<file path="src/rtl/smeu_pkg.sv">
// ----------------------------------------------------------------------------
// smeu_pkg
// Shared types, codes and defaults of the stack machine execute unit.
// ----------------------------------------------------------------------------
package smeu_pkg;

   localparam int MAX_ARGS_DEF   = 16;
   localparam int MAX_LOCALS_DEF = 16;
   localparam int MAX_STACK_DEF  = 16;
   localparam int CFG_W          = 5;
   localparam int DATA_W         = 32;
   localparam int BLOCK_W        = 16;

   typedef enum logic [1:0] {
      KIND_START, KIND_ARG, KIND_EXEC, KIND_BAD
   } kind_type;

   typedef enum logic [2:0] {
      GRP_IMM, GRP_DUP, GRP_LS, GRP_BIN, GRP_COND, GRP_RET, GRP_JUMP, GRP_BAD
   } group_type;

   typedef enum logic [2:0] {
      ST_OK, ST_UNDERFLOW, ST_OVERFLOW, ST_INDEX, ST_UNKNOWN, ST_DIV_ZERO
   } status_type;

   typedef enum logic [1:0] {
      CSR_ARG_COUNT, CSR_LOCAL_COUNT, CSR_STACK_LIMIT
   } csr_index_type;

   typedef enum logic [1:0] {
      WSEL_OPND, WSEL_A2, WSEL_RES
   } wr_sel_type;

   typedef enum logic [3:0] {
      S_IDLE, S_DECODE, S_RD_A, S_RD_B, S_CAP_B, S_EXEC, S_DIV, S_WRITE,
      S_TOP_RD, S_TOP_CAP, S_EMIT, S_RET_RD, S_RET_CAP
   } state_type;

   localparam logic [3:0] LS_LOAD_LOCAL  = 4'd0;
   localparam logic [3:0] LS_LOAD_ARG    = 4'd1;
   localparam logic [3:0] LS_STORE_LOCAL = 4'd2;
   localparam logic [3:0] LS_STORE_ARG   = 4'd3;

   localparam logic [3:0] ALU_ADD = 4'd0;
   localparam logic [3:0] ALU_SUB = 4'd1;
   localparam logic [3:0] ALU_MUL = 4'd2;
   localparam logic [3:0] ALU_DIV = 4'd3;
   localparam logic [3:0] ALU_MOD = 4'd4;
   localparam logic [3:0] ALU_AND = 4'd5;
   localparam logic [3:0] ALU_OR  = 4'd6;
   localparam logic [3:0] ALU_XOR = 4'd7;
   localparam logic [3:0] ALU_LSH = 4'd8;
   localparam logic [3:0] ALU_RSH = 4'd9;

   localparam logic [3:0] COND_EQ = 4'd0;
   localparam logic [3:0] COND_GT = 4'd1;
   localparam logic [3:0] COND_LT = 4'd2;
   localparam logic [3:0] COND_NE = 4'd3;
   localparam logic [3:0] COND_LE = 4'd4;
   localparam logic [3:0] COND_GE = 4'd5;

   typedef struct packed {
      logic       in_load;
      logic       rd_en;
      logic       wr_en;
      wr_sel_type wr_sel;
      logic       cap_a2;
      logic       cap_a1;
      logic       cap_val;
      logic       alu_load;
      logic       div_start;
      logic [3:0] alu_op;
      logic       out_load;
      status_type status;
      logic       taken;
      logic       returning;
      logic       has_value;
      logic       last;
   } cmd_type;

   typedef struct packed {
      logic a2_zero;
      logic cond_true;
      logic div_busy;
      logic out_busy;
   } dp_status_type;

endpackage

</file>
<file path="src/rtl/stack_machine_execute_unit_core.sv">
// ----------------------------------------------------------------------------
// stack_machine_execute_unit_core
// Execute unit of a stack machine: runs one function frame, one item each.
// ----------------------------------------------------------------------------
// req channel: one item per handshake (start frame, write argument, execute);
//   req_tuser carries the kind. rsp channel: result items, rsp_tlast on the
//   final result of an item. csr port: arg_count, local_count, stack_limit;
//   the user must write these only while the unit is idle; no check in the unit.
// one item is in work at a time; req_tready is high in the idle state, also
//   while the last result still waits in the output register.
// divide and modulo run in the serial divider, one quotient bit per cycle;
//   a return reads and emits the stacked values one by one.
// a stalled receiver holds the result register; the sequencer waits in its
//   emit step until the register is free.
// reset clears the stack depth, halt flag, counts (stack limit back to 16) and
//   the valid bits of the frame store, so unwritten slots read as zero.
// ----------------------------------------------------------------------------
module stack_machine_execute_unit_core #(
   parameter int MAX_ARGS   = smeu_pkg::MAX_ARGS_DEF,
   parameter int MAX_LOCALS = smeu_pkg::MAX_LOCALS_DEF,
   parameter int MAX_STACK  = smeu_pkg::MAX_STACK_DEF
) (
   input  logic                       clock,
   input  logic                       reset,
   input  logic                       csr_wen,
   input  logic [1:0]                 csr_index,
   input  logic [smeu_pkg::CFG_W-1:0] csr_wdata,
   input  logic                       req_tvalid,
   output logic                       req_tready,
   // group[2:0], sub_op[6:3], slot[10:7], operand[42:11], target_block[58:43]
   input  logic [63:0]                req_tdata,
   // kind[1:0]
   input  logic [1:0]                 req_tuser,
   output logic                       rsp_tvalid,
   input  logic                       rsp_tready,
   // status[2:0], branch_taken[3], branch_block[19:4], returning[20],
   // has_value[21], value[53:22]
   output logic [55:0]                rsp_tdata,
   output logic                       rsp_tlast
);
   import smeu_pkg::*;

   localparam int AW = $clog2(MAX_ARGS + MAX_LOCALS + MAX_STACK);

   cmd_type            cmd;
   dp_status_type      dp_status;
   logic [AW-1:0]      rd_addr, wr_addr;
   status_type         out_status;
   logic               out_taken, out_returning, out_has_value;
   logic [BLOCK_W-1:0] out_block;
   logic [DATA_W-1:0]  out_value;

   smeu_ctrl #(
      .MAX_ARGS(MAX_ARGS), .MAX_LOCALS(MAX_LOCALS), .MAX_STACK(MAX_STACK), .AW(AW)
   ) u_ctrl (
      .clock(clock), .reset(reset),
      .csr_wen(csr_wen), .csr_index(csr_index), .csr_wdata(csr_wdata),
      .req_tvalid(req_tvalid), .req_tready(req_tready),
      .req_kind(req_tuser), .req_group(req_tdata[2:0]),
      .req_sub_op(req_tdata[6:3]), .req_slot(req_tdata[10:7]),
      .dp_status(dp_status), .cmd(cmd), .rd_addr(rd_addr), .wr_addr(wr_addr)
   );

   smeu_dp #(
      .MAX_ARGS(MAX_ARGS), .MAX_LOCALS(MAX_LOCALS), .MAX_STACK(MAX_STACK), .AW(AW)
   ) u_dp (
      .clock(clock), .reset(reset), .cmd(cmd),
      .rd_addr(rd_addr), .wr_addr(wr_addr),
      .in_operand(req_tdata[42:11]), .in_target(req_tdata[58:43]),
      .dp_status(dp_status), .rsp_tready(rsp_tready), .rsp_tvalid(rsp_tvalid),
      .out_status(out_status), .out_taken(out_taken), .out_block(out_block),
      .out_returning(out_returning), .out_has_value(out_has_value),
      .out_value(out_value), .out_last(rsp_tlast)
   );

   assign rsp_tdata = {2'b00, out_value, out_has_value, out_returning,
                       out_block, out_taken, out_status};

`ifndef SYNTHESIS
   a_one_item: assert property (@(posedge clock) disable iff (reset)
      (req_tvalid && req_tready) |=> !req_tready)
      else $error("item accepted while another is in work");

   a_error_no_value: assert property (@(posedge clock) disable iff (reset)
      (rsp_tvalid && (rsp_tdata[2:0] != ST_OK)) |-> (!rsp_tdata[21] && !rsp_tdata[3]))
      else $error("error result carries a value or a branch");

   a_return_no_branch: assert property (@(posedge clock) disable iff (reset)
      (rsp_tvalid && rsp_tdata[20]) |-> !rsp_tdata[3])
      else $error("return result flags a branch");
`endif

endmodule

</file>
<file path="src/rtl/smeu_ctrl.sv">
// ----------------------------------------------------------------------------
// smeu_ctrl
// Sequencer: decodes items, checks stack and index limits, steps the datapath.
// ----------------------------------------------------------------------------
module smeu_ctrl #(
   parameter int MAX_ARGS   = smeu_pkg::MAX_ARGS_DEF,
   parameter int MAX_LOCALS = smeu_pkg::MAX_LOCALS_DEF,
   parameter int MAX_STACK  = smeu_pkg::MAX_STACK_DEF,
   parameter int AW         = $clog2(MAX_ARGS + MAX_LOCALS + MAX_STACK)
) (
   input  logic                        clock,
   input  logic                        reset,
   input  logic                        csr_wen,
   input  logic [1:0]                  csr_index,
   input  logic [smeu_pkg::CFG_W-1:0]  csr_wdata,
   input  logic                        req_tvalid,
   output logic                        req_tready,
   input  logic [1:0]                  req_kind,
   input  logic [2:0]                  req_group,
   input  logic [3:0]                  req_sub_op,
   input  logic [3:0]                  req_slot,
   input  smeu_pkg::dp_status_type     dp_status,
   output smeu_pkg::cmd_type           cmd,
   output logic [AW-1:0]               rd_addr,
   output logic [AW-1:0]               wr_addr
);
   import smeu_pkg::*;

   localparam int DW         = $clog2(MAX_STACK + 1);
   localparam int STACK_BASE = MAX_ARGS + MAX_LOCALS;

   state_type        state_ff, state_in;
   kind_type         kind_ff, kind_in;
   group_type        group_ff, group_in;
   logic [3:0]       sub_ff, sub_in;
   logic [3:0]       slot_ff, slot_in;
   logic [DW-1:0]    depth_ff, depth_in;
   logic             halted_ff, halted_in;
   logic [CFG_W-1:0] arg_cnt_ff, loc_cnt_ff, lim_ff;
   logic [DW-1:0]    ret_n_ff, ret_n_in;
   logic [DW-1:0]    ret_idx_ff, ret_idx_in;
   status_type       status_ff, status_in;
   logic             taken_ff, taken_in;
   logic             returning_ff, returning_in;
   logic             hasv_ff, hasv_in;
   logic             last_ff, last_in;

   logic             full, bin_over, loc_ok, arg_ok, idx_ok, is_local, is_load;
   status_type       dec_status;
   logic [AW-1:0]    slot_addr, top_addr, second_addr, push_addr;

   always_ff @(posedge clock) begin
      if (reset) begin
         state_ff     <= S_IDLE;
         depth_ff     <= '0;
         halted_ff    <= 1'b0;
         arg_cnt_ff   <= '0;
         loc_cnt_ff   <= '0;
         lim_ff       <= CFG_W'(16);
         kind_ff      <= KIND_START;
         group_ff     <= GRP_IMM;
         sub_ff       <= '0;
         slot_ff      <= '0;
         ret_n_ff     <= '0;
         ret_idx_ff   <= '0;
         status_ff    <= ST_OK;
         taken_ff     <= 1'b0;
         returning_ff <= 1'b0;
         hasv_ff      <= 1'b0;
         last_ff      <= 1'b0;
      end else begin
         state_ff     <= state_in;
         depth_ff     <= depth_in;
         halted_ff    <= halted_in;
         kind_ff      <= kind_in;
         group_ff     <= group_in;
         sub_ff       <= sub_in;
         slot_ff      <= slot_in;
         ret_n_ff     <= ret_n_in;
         ret_idx_ff   <= ret_idx_in;
         status_ff    <= status_in;
         taken_ff     <= taken_in;
         returning_ff <= returning_in;
         hasv_ff      <= hasv_in;
         last_ff      <= last_in;
         if (csr_wen) begin
            unique case (csr_index)
               CSR_ARG_COUNT:   arg_cnt_ff <= csr_wdata;
               CSR_LOCAL_COUNT: loc_cnt_ff <= csr_wdata;
               CSR_STACK_LIMIT: lim_ff     <= csr_wdata;
               default: ;
            endcase
         end
      end
   end

   always_comb begin
      full = (32'(depth_ff) >= 32'(lim_ff)) || (32'(depth_ff) >= MAX_STACK);
      // result slot of a binary op lies beyond a lowered limit
      bin_over = (32'(depth_ff) >= 32'(lim_ff) + 2) || (32'(depth_ff) >= MAX_STACK + 2);
      loc_ok = ({1'b0, slot_ff} < loc_cnt_ff) && (32'(slot_ff) < MAX_LOCALS);
      arg_ok = ({1'b0, slot_ff} < arg_cnt_ff) && (32'(slot_ff) < MAX_ARGS);
      is_local = (sub_ff == LS_LOAD_LOCAL) || (sub_ff == LS_STORE_LOCAL);
      is_load  = (sub_ff == LS_LOAD_LOCAL) || (sub_ff == LS_LOAD_ARG);
      idx_ok = is_local ? loc_ok : arg_ok;
      slot_addr = is_local ? AW'(MAX_ARGS + 32'(slot_ff)) : AW'(slot_ff);
      top_addr    = AW'(STACK_BASE + 32'(depth_ff) - 1);
      second_addr = AW'(STACK_BASE + 32'(depth_ff) - 2);
      push_addr   = AW'(STACK_BASE + 32'(depth_ff));

      dec_status = ST_OK;
      unique case (group_ff)
         GRP_IMM:  if (full) dec_status = ST_OVERFLOW;
         GRP_DUP: begin
            if (depth_ff == '0) dec_status = ST_UNDERFLOW;
            else if (full) dec_status = ST_OVERFLOW;
         end
         GRP_LS: begin
            if (is_load) begin
               if (!idx_ok) dec_status = ST_INDEX;
               else if (full) dec_status = ST_OVERFLOW;
            end else if ((sub_ff == LS_STORE_LOCAL) || (sub_ff == LS_STORE_ARG)) begin
               if (depth_ff == '0) dec_status = ST_UNDERFLOW;
               else if (!idx_ok) dec_status = ST_INDEX;
            end else begin
               dec_status = ST_UNKNOWN;
            end
         end
         GRP_BIN: begin
            if (depth_ff < DW'(2)) dec_status = ST_UNDERFLOW;
            else if (sub_ff > ALU_RSH) dec_status = ST_UNKNOWN;
            else if (bin_over && (sub_ff != ALU_DIV) && (sub_ff != ALU_MOD))
               dec_status = ST_OVERFLOW;
         end
         GRP_COND: begin
            if (depth_ff < DW'(2)) dec_status = ST_UNDERFLOW;
            else if (sub_ff > COND_GE) dec_status = ST_UNKNOWN;
         end
         GRP_RET, GRP_JUMP: dec_status = ST_OK;
         GRP_BAD: dec_status = ST_UNKNOWN;
      endcase
   end

   always_comb begin
      state_in     = state_ff;
      kind_in      = kind_ff;
      group_in     = group_ff;
      sub_in       = sub_ff;
      slot_in      = slot_ff;
      depth_in     = depth_ff;
      halted_in    = halted_ff;
      ret_n_in     = ret_n_ff;
      ret_idx_in   = ret_idx_ff;
      status_in    = status_ff;
      taken_in     = taken_ff;
      returning_in = returning_ff;
      hasv_in      = hasv_ff;
      last_in      = last_ff;
      req_tready   = 1'b0;
      rd_addr      = top_addr;
      wr_addr      = push_addr;
      cmd           = '0;
      cmd.wr_sel    = WSEL_OPND;
      cmd.status    = status_ff;
      cmd.taken     = taken_ff;
      cmd.returning = returning_ff;
      cmd.has_value = hasv_ff;
      cmd.last      = last_ff;
      cmd.alu_op    = sub_ff;

      unique case (state_ff)
         S_IDLE: begin
            req_tready = 1'b1;
            if (req_tvalid) begin
               cmd.in_load = 1'b1;
               kind_in  = kind_type'(req_kind);
               group_in = group_type'(req_group);
               sub_in   = req_sub_op;
               slot_in  = req_slot;
               state_in = S_DECODE;
            end
         end
         S_DECODE: begin
            status_in    = ST_OK;
            taken_in     = 1'b0;
            returning_in = 1'b0;
            hasv_in      = 1'b0;
            last_in      = 1'b1;
            state_in     = S_EMIT;
            unique case (kind_ff)
               KIND_START: begin
                  depth_in  = '0;
                  halted_in = 1'b0;
               end
               KIND_ARG: begin
                  wr_addr = AW'(slot_ff);
                  if (arg_ok) cmd.wr_en = 1'b1;
                  else status_in = ST_INDEX;
               end
               KIND_BAD: status_in = ST_UNKNOWN;
               KIND_EXEC: begin
                  if (halted_ff) begin
                     state_in = S_IDLE;
                  end else if (dec_status != ST_OK) begin
                     status_in = dec_status;
                     halted_in = 1'b1;
                  end else begin
                     unique case (group_ff)
                        GRP_IMM: state_in = S_WRITE;
                        GRP_DUP, GRP_LS, GRP_BIN, GRP_COND: state_in = S_RD_A;
                        GRP_RET: begin
                           ret_n_in     = depth_ff;
                           ret_idx_in   = '0;
                           depth_in     = '0;
                           halted_in    = 1'b1;
                           returning_in = 1'b1;
                           if (depth_ff != '0) state_in = S_RET_RD;
                        end
                        GRP_JUMP: begin
                           taken_in = 1'b1;
                           state_in = S_TOP_RD;
                        end
                        GRP_BAD: state_in = S_IDLE;
                     endcase
                  end
               end
            endcase
         end
         S_RD_A: begin
            cmd.rd_en = 1'b1;
            rd_addr   = ((group_ff == GRP_LS) && is_load) ? slot_addr : top_addr;
            state_in  = S_RD_B;
         end
         S_RD_B: begin
            cmd.cap_a2 = 1'b1;
            if ((group_ff == GRP_BIN) || (group_ff == GRP_COND)) begin
               cmd.rd_en = 1'b1;
               rd_addr   = second_addr;
               state_in  = S_CAP_B;
            end else begin
               state_in = S_WRITE;
            end
         end
         S_CAP_B: begin
            cmd.cap_a1 = 1'b1;
            state_in   = S_EXEC;
         end
         S_EXEC: begin
            if (group_ff == GRP_COND) begin
               taken_in = dp_status.cond_true;
               depth_in = DW'(depth_ff - DW'(2));
               state_in = S_TOP_RD;
            end else if ((sub_ff == ALU_DIV) || (sub_ff == ALU_MOD)) begin
               if (dp_status.a2_zero) begin
                  status_in = ST_DIV_ZERO;
                  halted_in = 1'b1;
                  state_in  = S_EMIT;
               end else if (bin_over) begin
                  status_in = ST_OVERFLOW;
                  halted_in = 1'b1;
                  state_in  = S_EMIT;
               end else begin
                  cmd.div_start = 1'b1;
                  state_in      = S_DIV;
               end
            end else begin
               cmd.alu_load = 1'b1;
               state_in     = S_WRITE;
            end
         end
         S_DIV: if (!dp_status.div_busy) state_in = S_WRITE;
         S_WRITE: begin
            state_in = S_TOP_RD;
            unique case (group_ff)
               GRP_IMM: begin
                  cmd.wr_en = 1'b1;
                  depth_in  = DW'(depth_ff + DW'(1));
               end
               GRP_DUP: begin
                  cmd.wr_en  = 1'b1;
                  cmd.wr_sel = WSEL_A2;
                  depth_in   = DW'(depth_ff + DW'(1));
               end
               GRP_LS: begin
                  cmd.wr_en  = 1'b1;
                  cmd.wr_sel = WSEL_A2;
                  if (is_load) begin
                     depth_in = DW'(depth_ff + DW'(1));
                  end else begin
                     wr_addr  = slot_addr;
                     depth_in = DW'(depth_ff - DW'(1));
                  end
               end
               GRP_BIN: begin
                  cmd.wr_en  = 1'b1;
                  cmd.wr_sel = WSEL_RES;
                  wr_addr    = second_addr;
                  depth_in   = DW'(depth_ff - DW'(1));
               end
               default: ;
            endcase
         end
         S_TOP_RD: begin
            if (depth_ff == '0) begin
               hasv_in  = 1'b0;
               state_in = S_EMIT;
            end else begin
               cmd.rd_en = 1'b1;
               state_in  = S_TOP_CAP;
            end
         end
         S_TOP_CAP: begin
            cmd.cap_val = 1'b1;
            hasv_in     = 1'b1;
            state_in    = S_EMIT;
         end
         S_RET_RD: begin
            cmd.rd_en = 1'b1;
            rd_addr   = AW'(STACK_BASE + 32'(ret_idx_ff));
            state_in  = S_RET_CAP;
         end
         S_RET_CAP: begin
            cmd.cap_val = 1'b1;
            hasv_in     = 1'b1;
            last_in     = (DW'(ret_idx_ff + DW'(1)) == ret_n_ff);
            state_in    = S_EMIT;
         end
         S_EMIT: begin
            if (!dp_status.out_busy) begin
               cmd.out_load = 1'b1;
               if (returning_ff && !last_ff) begin
                  ret_idx_in = DW'(ret_idx_ff + DW'(1));
                  state_in   = S_RET_RD;
               end else begin
                  state_in = S_IDLE;
               end
            end
         end
         default: state_in = S_IDLE;
      endcase
   end

endmodule

</file>
<file path="src/rtl/smeu_dp.sv">
// ----------------------------------------------------------------------------
// smeu_dp
// Datapath: frame store, operand registers, alu, serial divider, result register.
// ----------------------------------------------------------------------------
module smeu_dp #(
   parameter int MAX_ARGS   = smeu_pkg::MAX_ARGS_DEF,
   parameter int MAX_LOCALS = smeu_pkg::MAX_LOCALS_DEF,
   parameter int MAX_STACK  = smeu_pkg::MAX_STACK_DEF,
   parameter int AW         = $clog2(MAX_ARGS + MAX_LOCALS + MAX_STACK)
) (
   input  logic                          clock,
   input  logic                          reset,
   input  smeu_pkg::cmd_type             cmd,
   input  logic [AW-1:0]                 rd_addr,
   input  logic [AW-1:0]                 wr_addr,
   input  logic [smeu_pkg::DATA_W-1:0]   in_operand,
   input  logic [smeu_pkg::BLOCK_W-1:0]  in_target,
   output smeu_pkg::dp_status_type       dp_status,
   input  logic                          rsp_tready,
   output logic                          rsp_tvalid,
   output smeu_pkg::status_type          out_status,
   output logic                          out_taken,
   output logic [smeu_pkg::BLOCK_W-1:0]  out_block,
   output logic                          out_returning,
   output logic                          out_has_value,
   output logic [smeu_pkg::DATA_W-1:0]   out_value,
   output logic                          out_last
);
   import smeu_pkg::*;

   localparam int DEPTH = MAX_ARGS + MAX_LOCALS + MAX_STACK;

   logic [DATA_W-1:0]  mem [DEPTH];
   logic [DEPTH-1:0]   valid_ff;
   logic [DATA_W-1:0]  rdata_ff, opnd_ff, a1_ff, a2_ff, res_ff, val_ff;
   logic [BLOCK_W-1:0] tgt_ff;
   logic [DATA_W-1:0]  rem_ff, quo_ff;
   logic [5:0]         cnt_ff;
   logic               div_busy_ff, out_valid_ff;
   logic [DATA_W-1:0]  wr_data, alu_res, rem_nx, quo_nx;
   logic [DATA_W:0]    rem_sh;
   logic               ge, cond_true;

   always_ff @(posedge clock) begin
      if (reset) begin
         valid_ff <= '0;
      end else if (cmd.wr_en) begin
         valid_ff[wr_addr] <= 1'b1;
      end
   end

   always_ff @(posedge clock) begin
      if (cmd.wr_en) mem[wr_addr] <= wr_data;
      if (cmd.rd_en) rdata_ff <= valid_ff[rd_addr] ? mem[rd_addr] : '0;
   end

   always_comb begin
      unique case (cmd.wr_sel)
         WSEL_A2:  wr_data = a2_ff;
         WSEL_RES: wr_data = res_ff;
         default:  wr_data = opnd_ff;
      endcase

      unique case (cmd.alu_op)
         ALU_ADD: alu_res = a1_ff + a2_ff;
         ALU_SUB: alu_res = a1_ff - a2_ff;
         ALU_MUL: alu_res = DATA_W'(a1_ff * a2_ff);
         ALU_AND: alu_res = a1_ff & a2_ff;
         ALU_OR:  alu_res = a1_ff | a2_ff;
         ALU_XOR: alu_res = a1_ff ^ a2_ff;
         ALU_LSH: alu_res = (a2_ff >= 32'd32) ? '0 : a1_ff << a2_ff[4:0];
         ALU_RSH: alu_res = (a2_ff >= 32'd32) ? '0 : a1_ff >> a2_ff[4:0];
         default: alu_res = '0;
      endcase

      unique case (cmd.alu_op)
         COND_EQ: cond_true = (a1_ff == a2_ff);
         COND_GT: cond_true = (a1_ff > a2_ff);
         COND_LT: cond_true = (a1_ff < a2_ff);
         COND_NE: cond_true = (a1_ff != a2_ff);
         COND_LE: cond_true = (a1_ff <= a2_ff);
         COND_GE: cond_true = (a1_ff >= a2_ff);
         default: cond_true = 1'b0;
      endcase

      rem_sh = {rem_ff, quo_ff[DATA_W-1]};
      ge     = (rem_sh >= {1'b0, a2_ff});
      rem_nx = ge ? DATA_W'(rem_sh - {1'b0, a2_ff}) : rem_sh[DATA_W-1:0];
      quo_nx = {quo_ff[DATA_W-2:0], ge};
   end

   always_ff @(posedge clock) begin
      if (reset) begin
         div_busy_ff  <= 1'b0;
         out_valid_ff <= 1'b0;
         cnt_ff       <= '0;
      end else begin
         if (cmd.div_start) begin
            div_busy_ff <= 1'b1;
            cnt_ff      <= 6'd32;
         end else if (div_busy_ff) begin
            cnt_ff <= cnt_ff - 6'd1;
            if (cnt_ff == 6'd1) div_busy_ff <= 1'b0;
         end
         if (cmd.out_load) out_valid_ff <= 1'b1;
         else if (rsp_tready) out_valid_ff <= 1'b0;
      end
   end

   always_ff @(posedge clock) begin
      if (cmd.in_load) begin
         opnd_ff <= in_operand;
         tgt_ff  <= in_target;
      end
      if (cmd.cap_a2) a2_ff <= rdata_ff;
      if (cmd.cap_a1) a1_ff <= rdata_ff;
      if (cmd.cap_val) val_ff <= rdata_ff;
      if (cmd.alu_load) res_ff <= alu_res;
      if (cmd.div_start) begin
         rem_ff <= '0;
         quo_ff <= a1_ff;
      end else if (div_busy_ff) begin
         rem_ff <= rem_nx;
         quo_ff <= quo_nx;
         if (cnt_ff == 6'd1) res_ff <= (cmd.alu_op == ALU_MOD) ? rem_nx : quo_nx;
      end
      if (cmd.out_load) begin
         out_status    <= cmd.status;
         out_taken     <= cmd.taken;
         out_block     <= cmd.taken ? tgt_ff : '0;
         out_returning <= cmd.returning;
         out_has_value <= cmd.has_value;
         out_value     <= cmd.has_value ? val_ff : '0;
         out_last      <= cmd.last;
      end
   end

   assign rsp_tvalid          = out_valid_ff;
   assign dp_status.a2_zero   = (a2_ff == '0);
   assign dp_status.cond_true = cond_true;
   assign dp_status.div_busy  = div_busy_ff;
   assign dp_status.out_busy  = out_valid_ff && !rsp_tready;

endmodule

</file>
<file path="config.mk">
export PLATFORM = sky130hd
export DESIGN_NAME = stack_machine_execute_unit_core
export DESIGN_NICKNAME = d
export VERILOG_FILES = /design/src/rtl/smeu_pkg.sv /design/src/rtl/stack_machine_execute_unit_core.sv /design/src/rtl/smeu_ctrl.sv /design/src/rtl/smeu_dp.sv
export SDC_FILE = /design/constraint.sdc
export NUM_CORES = 2
export LEC_CHECK = 0
export BUFFER_PORTS_ARGS = -buffer_cell sky130_fd_sc_hd__buf_2
export CORE_ASPECT_RATIO = 2
export CORE_UTILIZATION = 45
export DETAILED_ROUTE_END_ITERATION = 10
export PLACE_DENSITY = 0.6
export REMOVE_ABC_BUFFERS = 1
export SYNTH_ARGS = -nofsm -noshare
export SYNTH_HDL_FRONTEND = slang
export SYNTH_SLANG_ARGS = --single-unit
</file>
<file path="constraint.sdc">
create_clock -name clock -period 8.2 [get_ports clock]
set_input_delay 0.82 -clock clock [delete_from_list [all_inputs] [get_ports clock]]
set_output_delay 0.82 -clock clock [all_outputs]
set_load 0.03 [all_outputs]
</file>
==> metrics.txt <==
flop-to-flop setup slack=0.08 ns; grt ovf=0; async set-reset flop share out of synthesis=0%; hold crit path type=input pin to flop; Clock Skew=0.06323 ns; crit path from=u_dp.a2_ff[2]$_DFFE_PP_; Max Slew Vio Count=8; DRT antenna net count=0; Worst path max stage delay=0.76 ns; root buffer cell=clkbuf_16; slew margin rel.=-14.71%; Total GRT Usage=37.93%; placed cell area=112100 um2; RSZ-0062 raised after global routing=false; post-DR vias/cell=6.224; Worst EP required=8.91 ns; Final Setup Violations=0; Final Critical Period=8.122 ns; Ports=137; vias=78620; maximum fanout along the worst path=21; CTS tree=yes; drt wl/cell=35.29 um; clock slew at the register clock pins of the worst setup and hold paths=0.07 ns; Rows=250; Yosys reg bits=1974; maxcap violations=1; post-synthesis cell type count=95; final net count=10200; top cell type's share of synthesized area=51.42%; CTS Sinks=1974; Top FF cell, synth=edfxtp_1; GP Congestion=1.076; FF-to-FF path depth=24; Non-Filler Instances=12630; Clock Latency Late Sink=0.86 ns; filler cell count=20430; critical path class=flop to flop; CP cell instances=buf_4, buf_4, nand2_1, fa_1, fa_1, inv_1, fa_1, ha_1, ha_1, ha_1, ha_1, ha_1, o21a_1, o31a_1, o41ai_1, nand3_1, o21ai_0, nand2b_1, xnor2_1, buf_4, o211ai_1, buf_4, a21oi_1, o22ai_1; Initial Utilization=45.33%; final worst path period share=99.04%; TNS Setup=0 ns; Crit. End Element=flop; die height=685.4 um; Remaining DRCs=0; number of buffers and inverters on the critical path=5; FF-to-FF Start=u_dp.a2_ff[2]$_DFFE_PP_; Synth Area per Inst=11.39 um2; pre-CTS setup slack=-0.09414 ns; Seq/Total Area, Yosys=54.75%; Clock Path Buffers=4; Synth Instances=9228; synthesized area=105100 um2; largest net degree at the start of global routing=156; layout cells sized above 1=13.64%; final hold vios=0; Critical-path top delay cell=fa_1; status=complete, but fails checks; Iter 0 DRT Violations=7027; arrival time at the worst endpoint=8.83 ns; Area growth syn-to-layout=12.24%; number of flops mapped to enable cells by yosys=1799; initial antenna violation count=61; RR Endpoint=u_dp.res_ff[19]$_DFF_P_; Highest Clock Rate=0.1231 GHz; hold wc startpoint=req_tdata[17]; Crit path max-delay family=adder cells; area of the die=235500 um2; final setup slack of the worst path=0.07834 ns; most area-hungry cell type in the Yosys netlist=edfxtp_1; Most common cell on crit path=ha_1; Worst-Margin Slew=1.721 ns; WL final=445800 um; core area=231800 um2; Die X=343.7 um; total CTS buffers=181; first-pass GRT wire length=614100 um; DP HPWL=310800 um; CTS H-tree depth=4; multi-input logic area=43760 um2; # port buffers=129; CP Depth=24; Area contributors post-synth=edfxtp_1 51%, fa_1 7.8%, nand2_1 5.5%; first drt pass iteration count=9; Design Area, Final=117900 um2; vias in the first global route=78500; area occupied by registers=57530 um2; Critical Path End=u_dp.res_ff[19]$_DFF_P_; synthesis warning total=0; nature of the critical path startpoint=flop; Placed Instances=12270; violated checks=max-capacitance violations, max-slew violations
==> cells by family after synthesis <==
group                    Yosys count  share of synthesized area (%)
AND/OR/NAND/NOR                 3305                          13.51
multiplexers                     398                          5.237
other                              1                       0.003569
XOR/XNOR                         128                          1.067
buffers and inverters           1211                          4.618
flip-flops                      1974                          54.75
adder cells (fa/ha/maj)          691                          11.17
AO/OA/AOI/OAI                   1520                          9.651
==> cell type report <==
cell class | count | area share (%)
Clock inverter | 100 | 0.7162
Sequential cell | 1974 | 48.79
Clock buffer | 215 | 4.003
Antenna cell | 47 | 0.09973
Inverter | 572 | 1.836
Tap cell | 3024 | 3.208
Multi-Input combinational cell | 6044 | 37.11
Timing Repair Buffer | 657 | 4.242
==> cell usage after synthesis, types with 21 or more instances <==
master and instances:
a211oi_1 135, a21o_1 36, a21oi_1 298, a21oi_2 30, a221oi_1 37, a22oi_1 72, a311oi_1 70, a31oi_1 165
a32oi_1 36, and2_1 71, and3_1 31, buf_1 81, buf_2 149, clkbuf_1 391, dfxtp_1 175, edfxtp_1 1799
fa_1 411, ha_1 280, inv_1 557, mux2_2 63, mux2i_1 219, mux4_2 115, nand2_1 1551, nand2b_1 41
nand3_1 625, nor2_1 740, nor2b_1 30, nor3_1 83, nor4_1 22, o211ai_1 90, o21ai_0 291, o21bai_1 27
o22ai_1 35, o31ai_1 21, or3_1 24, xnor2_1 91, xor2_1 37
==> sequential cells by signal, indices dropped and copies added, names as in the netlist, 6 cells and up <==
register and count:
u_dp.mem 1536, u_dp.valid_ff 48, u_dp.a1_ff 32, u_dp.a2_ff 32
u_dp.opnd_ff 32, u_dp.out_value 32, u_dp.quo_ff 32, u_dp.rdata_ff 32
u_dp.rem_ff 32, u_dp.res_ff 32, u_dp.val_ff 32, u_dp.out_block 16
u_dp.tgt_ff 16, u_dp.cnt_ff 6
==> placed cells by master (no fill, tap or decap), types with 128 or more instances in the layout <==
cell | netlist | final
inv_1 | 557 | 550
o21ai_0 | 291 | 258
a211oi_1 | 135 | 135
dfxtp_1 | 175 | 171
a31oi_1 | 165 | 164
edfxtp_1 | 1799 | 1799
fa_1 | 411 | 407
ha_1 | 280 | 275
buf_2 | 149 | 128
nor2_1 | 740 | 684
a21oi_1 | 298 | 297
buf_4 | 11 | 494
mux2i_1 | 219 | 219
nand3_1 | 625 | 621
nand2_1 | 1551 | 1549
clkbuf_16 | 0 | 184
==> layer usage <==
layer | global-route usage, % | vias to the layer above | part of all wire, %
met1 | 37.32 | 39740 | 31
met5 | 0 | - | 0.053
met2 | 63.59 | 3847 | 50
met3 | 7.760 | 1612 | 6.8
met4 | 40.47 | 38 | 13
li1 | - | 33390 | -
==> worst min-delay path by stage <==
stage | endpoint | slack (ns) | cells past startpoint
3_3_place_gp | u_dp.out_status[0]$_DFFE_PP_ | 0.43 | 0
2_1_floorplan | u_dp.out_status[0]$_DFFE_PP_ | 0.41 | 0
6_report | u_dp.opnd_ff[6]$_DFFE_PP_ | 0.14 | 1
5_1_grt | u_dp.opnd_ff[6]$_DFFE_PP_ | 0.12 | 1
4_1_cts | u_dp.tgt_ff[5]$_DFFE_PP_ | 0.10 | 1
3_5_place_dp | u_dp.valid_ff[44]$_SDFFE_PP0P_ | 0.45 | 2
==> repair_timing <==
action,in CTS,in global routing
pin swaps,0,0
setup endpoints to repair,4,12
resized for setup,3,19
buffers inserted,0,1
hold buffers,0,0
hold endpoints to repair,0,0
==> per-stage QoR <==
step	hold WS, ns	utilization [%]
finish	0.1408	50.88
CTS	0.1003	50.77
detailed placement	0.4531	48.36
global route	0.1246	50.84
floorplan	0.4081	-
global placement	0.4252	48.36
Power is not shown: default switching activity piles up to over one toggle a cycle in this logic, so the estimate is an artifact.
